### src/hdl/mrbr_pkg.sv
// ----------------------------------------------------------------------------
// mrbr_pkg
// Shared types and constants of the broadcast ring.
// ----------------------------------------------------------------------------
package mrbr_pkg;

    // Fixed widths of the request and response words.
    localparam int REQ_TYPE_W  = 2;
    localparam int READER_ID_W = 3;
    localparam int WORD_W      = 64;

    // Request codes carried in req_type.
    typedef enum logic [REQ_TYPE_W-1:0] {
        REQ_WRITE = 2'd0,
        REQ_READ  = 2'd1,
        REQ_CLEAR = 2'd2
    } req_kind_t;

    // Update command from the sequencer to the reader state.
    typedef struct packed {
        logic      update;
        logic      rid_ok;
        req_kind_t kind;
    } rdr_cmd_t;

endpackage

### src/hdl/mrbr_readers.sv
// ----------------------------------------------------------------------------
// mrbr_readers
// Per-reader read pointers, registrations and sticky overrun flags.
// ----------------------------------------------------------------------------
module mrbr_readers #(
    parameter int NUM_READERS = 8,
    parameter int RING_DEPTH  = 256
) (
    input  logic                                                   clk,
    input  logic                                                   rst_n,
    input  mrbr_pkg::rdr_cmd_t                                     cmd,
    input  logic [((NUM_READERS > 1) ? $clog2(NUM_READERS) : 1)-1:0] rid,
    input  logic [$clog2(RING_DEPTH)-1:0]                          wp,
    input  logic [$clog2(RING_DEPTH)-1:0]                          wp_next,
    output logic [$clog2(RING_DEPTH)-1:0]                          sel_ptr,
    output logic                                                   sel_flag
);

    localparam int PTR_W = $clog2(RING_DEPTH);

    logic [PTR_W-1:0] ptr_reg  [NUM_READERS];
    logic             flag_reg [NUM_READERS];
    logic             regd_reg [NUM_READERS];

    function automatic logic [PTR_W-1:0] ring_next(input logic [PTR_W-1:0] p);
        ring_next = (p == PTR_W'(RING_DEPTH - 1)) ? '0 : p + 1'b1;
    endfunction

    // Out-of-range ids are masked by rid_ok before anything is used.
    assign sel_ptr  = cmd.rid_ok ? ptr_reg[rid]  : '0;
    assign sel_flag = cmd.rid_ok ? flag_reg[rid] : 1'b0;

    always_ff @(posedge clk or negedge rst_n)
    begin
        if (!rst_n)
        begin
            for (int r = 0; r < NUM_READERS; r++)
            begin
                ptr_reg[r]  <= '0;
                flag_reg[r] <= 1'b0;
                regd_reg[r] <= 1'b0;
            end
        end
        else if (cmd.update)
        begin
            case (cmd.kind)
                mrbr_pkg::REQ_WRITE:
                begin
                    // Every registered reader caught by the writer drops its oldest record.
                    for (int r = 0; r < NUM_READERS; r++)
                    begin
                        if (regd_reg[r] && (ptr_reg[r] == wp_next))
                        begin
                            flag_reg[r] <= 1'b1;
                            ptr_reg[r]  <= ring_next(ptr_reg[r]);
                        end
                    end
                end
                mrbr_pkg::REQ_READ:
                begin
                    if (cmd.rid_ok)
                    begin
                        regd_reg[rid] <= 1'b1;
                        if (ptr_reg[rid] != wp)
                        begin
                            ptr_reg[rid] <= ring_next(ptr_reg[rid]);
                        end
                    end
                end
                mrbr_pkg::REQ_CLEAR:
                begin
                    for (int r = 0; r < NUM_READERS; r++)
                    begin
                        ptr_reg[r]  <= '0;
                        flag_reg[r] <= 1'b0;
                    end
                end
                default:
                begin
                end
            endcase
        end
    end

endmodule

### config.mk
export PLATFORM = sky130hd
export DESIGN_NAME = mrbr_readers
export DESIGN_NICKNAME = d
export VERILOG_FILES = /design/src/hdl/mrbr_pkg.sv /design/src/hdl/mrbr_readers.sv
export SDC_FILE = /design/constraint.sdc
export NUM_CORES = 1
export LEC_CHECK = 0
export BUFFER_PORTS_ARGS = -buffer_cell sky130_fd_sc_hd__buf_2
export CAP_MARGIN = 30
export CORE_AREA = 10 10 125 139
export DETAILED_ROUTE_END_ITERATION = 8
export DIE_AREA = 0 0 135 149
export HOLD_SLACK_MARGIN = 0.15
export PLACE_DENSITY = 0.71
export REMOVE_ABC_BUFFERS = 1
export SYNTH_ARGS = -nofsm -noshare
export SYNTH_HDL_FRONTEND = slang
export SYNTH_SLANG_ARGS = --single-unit
### constraint.sdc
create_clock -name clk -period 8.6 [get_ports clk]
set_clock_uncertainty 0.15 [all_clocks]
set_input_delay 2.58 -clock clk [delete_from_list [all_inputs] [get_ports clk]]
set_output_delay 2.58 -clock clk [all_outputs]
set_load 0.01 [all_outputs]
# After elaboration in Yosys (flattened, before gate mapping)
# Cells that the tools add are included.
word_totals:
  reg_bits: 80
  input_bits: 25
  output_inout_bits: 9
  elab_cells: 138
op_classes:
  add_sub_neg: 9
  order_cmp: 2
  n_eq_ne: 30
  mux: 42
  bitwise_logic: 2
  reduce_logical: 29
op_table:
  columns: ["op", "count"]
  rows:
  - ["case mux 64 bit (3 select lines)", 1]
  - ["2-to-1 mux 8 bit", 21]
  - ["2-to-1 mux 64 bit", 2]
  - ["adder 8 x 1 -> 8 bit, second input constant", 9]
  - ["equality test 8 bit, second input constant", 9]
  - ["bitwise mux 64 bit", 1]
  - ["equality test 8 bit", 8]
  - ["AND reduction 5 bit", 8]
  - ["AND reduction 3 bit", 9]
  - ["binary-select mux 8 bit (select 3 bit)", 1]
  - ["demux 8 bit (select 3 bit)", 1]
  - ["!= test 2 bit, second input constant", 10]
  - ["case mux 8 bit (2 select lines)", 1]
  - ["2-to-1 mux 1 bit", 12]
  - ["logical AND 1 bit", 9]
  - ["!= test 8 bit", 1]
  - ["bitwise OR 8 bit", 1]
  - [">= comparator 4 bit, second input constant", 1]
  - ["less-than comparator 4 x 1 -> 1 bit, second input constant", 1]
  - ["inverter 3 -> 4 bit", 1]
  - ["binary-select mux 1 bit (select 3 bit)", 1]
  - ["demux 1 bit (select 3 bit)", 1]
  - ["nonzero test 3 bit", 1]
  - ["equality test 2 x 1 -> 1 bit, second input constant", 1]
  - ["other kinds (3)", 3]

# Logic depth before layout (Yosys ltp)
depth:
  ltp_word: 10
  ltp_mapped: 13
  mapped_depth_nobuf: 11

# Least setup slack after synthesis
# Ideal clock, no wire load.
synth_timing:
  kind: "input-to-output"
  start: "input port rid[1] in the netlist's numbering"
  end: "output port sel_flag"
  arrival_time_ns: 3.945
  setup_slack_ns: 1.925
  cell_stages: 6
  path_cell_list: "buf_6 > buf_6 > buf_2 > nor3_1 > a22oi_1 > a41oi_1"
synth_between:
  elab_chain_len: 5
synth_rtl:
  columns: ["element", "line_no", "source"]
  rows:
  - ["start, declared", "mrbr_readers.sv:12", "input logic [((NUM_READERS > 1) ? $clog2(NUM_READERS) : 1)-1:0] rid,"]
  - ["inverter 3 -> 4 bit (implied by the code)", "mrbr_readers.sv:31", "assign sel_flag = cmd.rid_ok ? flag_reg[rid] : 1'b0;"]
  - ["binary-select mux 1 bit (select 3 bit)", "mrbr_readers.sv:31", null]
  - ["2-to-1 mux 1 bit (implied by the code) (2 in a row)", "mrbr_readers.sv:31", null]
  - ["2-to-1 mux 1 bit", "mrbr_readers.sv:31", null]
  - ["end, declared", "mrbr_readers.sv:16", "output logic sel_flag"]
# Every way passes these cells. The select of a mux whose other input is x is not followed.

# Worst setup path in the final report
# Same ends and word-level chain as after synthesis.

==> results by group <==
Place
  • Port bufs: 33
  • Dpl cell area: 6760 um2
  • DPL Wire Length: between 15000 and 20000 um
  • GPL Wtd Cong: roughly 0.99
  • Placed cell count: around 900

Critical path
  • WS Path Type: in2out
  • Crit Path Max Fanout: 32
  • Req. time, crit path: 5.87 ns
  • Crit path capture type: primary output
  • Arrival time at the worst endpoint: 4.73 ns
  • Crit start category: primary input

Finish
  • Most common cell after layout, fill and taps aside: dfrtp_1
  • Share of layout cells above drive strength 1: 0.133
  • Final Core Density: 0.480
  • Net count of the finished layout: approximately 760
  • Max reg flops: 64
  • Filler cells: 1378
  • Synthesis-to-finish area growth: 7.28%
  • Commonest non-fill, non-tap cells in the layout: dfrtp_1, xor2_1, a22o_1, xnor2_1, nand3_1
  • # diodes: 0
  • Post-route cell area: about 7000 um2
  • Non-Filler Instances: 918

Detailed routing
  • Final wirelength: 22400 um
  • TritonRoute pass-1 iters: 6
  • Avg Vias per Cell: around 6.7
  • Avg WL per Cell: around 24 um
  • DRT antenna net count: 0
  • Drt initial violations: roughly 690
  • Residual DRC count: 0
  • Vias post-DR: roughly 6000

GRT
  • Total GRT Usage: 0.219
  • Vias in the first global route: roughly 5800
  • Antenna violations before repair: 0
  • First-pass GRT wire length: about 34000 um
  • Total congestion overflow: 0
  • Largest net degree at the start of global routing: 54

STA
  • Final Hold Fails: 0
  • RSZ-0062 raised after global routing: false
  • Worst rel slew slack: 0.351
  • Final setup violation count: 0
  • Setup TNS Final: 0 ns
  • Hold slack: between 0.3 and 0.4 ns
  • Slew of the pin with the lowest slew margin: just under 1 ns
  • Slew Viols, Final: 0
  • Final Cycle Share: 0.867
  • Fin crit period: 7.46 ns
  • Fmax: 134 MHz

Yosys
  • Register area share after synthesis: 0.306
  • Seq cells post-synth: 80
  • Post-Syn Area: approximately 6600 um2
  • EDFF count, synth: 0
  • FFs w/ async S/R, synth: 1.00
  • Netlist cell types: 71
  • Main flop type after synthesis: dfrtp_1
  • Total number of yosys warnings: 0
  • Cells after Synth: a little over 700
  • Synth Area per Inst: 9.08 um2

Clock tree
  • Clock slew at reported path FFs: 0.06 ns
  • Clock root cell: clkbuf_16
  • Resized Gates After CTS: 0
  • CTS tree: built
  • Num CTS Buffers: 9
  • H-Tree Depth: 3
  • Hold_buf cts: 0
  • Number of setup buffers added after CTS: 0
  • CTS max path bufs: 2
  • Clock sink count: 80
  • Clk_lat worst skew: ~0.35 ns

Floorplan
  • Die extent in y: 149 um
  • Core area: between 10000 and 15000 um2
  • Initial Util: 0.447
  • Die footprint: about 20000 um2
  • # IOs: 34
  • DIE WIDTH: 135 um
  • Standard-cell rows: between 40 and 50

Power
  • NetSw: between 500 and 600 uW
  • Pleak: approximately 2.9 nW
  • Comb power frac: 0.320
  • Seq pwr share: 0.431
  • Power share of the clock group: 0.250
  • Peak supply drop: between 0.0001 and 0.00015 V
  • Cell-internal power: ~860 uW
  • PwrDens: around 200 nW/um2
  • Switching Share: 0.392

Run
  • Max-Cap Viols: 0

Status
  • Outcome: completed

Hold path
  • Hold Path Class: reg2reg
per-stage QoR:
stage | setup slack, ns | total power [mW]
floorplan | 2.29 | 0.877
global placement | 1.20 | 1.04
detailed placement | 1.16 | 1.05
CTS | 1.16 | 1.40
global route | 0.909 | 1.48
finish | 1.14 | 1.41
kinds of logic (layout without fill, tap and decap cells):
family          Yosys count  in the layout  synth area share
compound gates          236            236             0.267
xor+xnor                108            108             0.144
fa+ha+maj                13             13            0.0248
buf+inv                  75             75            0.0496
flops                    80             80             0.306
mux                      24             24            0.0552
simple gates            186            186             0.154
synth_stat cells (5+ instances only):
cell | n | share of area
o41ai_1 | 7 | 0.0094
dfrtp_1 | 80 | 0.31
and2_1 | 12 | 0.011
o21ai_0 | 14 | 0.011
o21ai_2 | 5 | 0.0067
o32ai_1 | 6 | 0.0080
nand2_1 | 33 | 0.019
buf_2 | 11 | 0.0084
nand3_1 | 41 | 0.031
a21oi_1 | 40 | 0.031
o22ai_1 | 25 | 0.024
and3_1 | 20 | 0.019
xor2_1 | 62 | 0.083
a22o_1 | 55 | 0.074
a22oi_1 | 16 | 0.018
nor3_1 | 6 | 0.0046
mux2i_1 | 10 | 0.015
a31oi_1 | 10 | 0.0095
o21ai_1 | 12 | 0.0092
nand2b_1 | 5 | 0.0048
buf_1 | 6 | 0.0034
nor4_1 | 8 | 0.0076
nor2b_1 | 7 | 0.0067
o21bai_1 | 9 | 0.010
inv_1 | 16 | 0.0092
mux4_2 | 8 | 0.027
xnor2_1 | 46 | 0.061
ha_1 | 13 | 0.025
clkbuf_1 | 35 | 0.020
nor2_1 | 32 | 0.018
nand4_1 | 8 | 0.0076
metal layers:
metal  track usage  vias to the layer above  wire [um]
li1              -                     2692          -
met1         0.272                     2948       8710
met2         0.341                      389      10100
met3        0.0529                       85       2430
met4         0.123                        0       1150
met5             0                        -          0
power groups by stage:
stage / registers, mW / logic [mW] / clock network (mW)
after CTS: 0.600 / 0.446 / 0.359
after global routing: 0.613 / 0.494 / 0.370
after floorplan: 0.540 / 0.337 / 0
after global placement: 0.607 / 0.435 / 0
final: 0.607 / 0.451 / 0.352
after detailed placement: 0.607 / 0.441 / 0
layout make-up:
type	count	area (um2)	share of cell area
well taps	196	245	0.0349
multi-input cells	567	4230	0.601
clock buffers	10	229	0.0326
clock inverters	6	36.3	0.00516
flip-flops and latches	80	2000	0.285
repair buffers	40	220	0.0313
inverters	19	71.3	0.0101
final timing paths:
check	depth (start not counted)	slack (ns)	from	to
min reg2reg	1	0.33	regd_reg[1]	regd_reg[1]
max in group asynchronous	2	5.26	rst_n	ptr_reg[4]
min	1	0.33	regd_reg[1]	regd_reg[1]
max reg2reg	11	4.90	ptr_reg[56]	ptr_reg[30]
min in group asynchronous	1	2.01	rst_n	ptr_reg[26]
max	6	1.14	rid[1]	sel_flag
critical path: stages:
cell	delay (ns)
buf_2	0.60
inv_2	0.24
nor2_1	0.55
a22oi_1	0.16
a41oi_1	0.37
buf_2	0.20
Note: power is estimated with default switching activity, not from simulation.
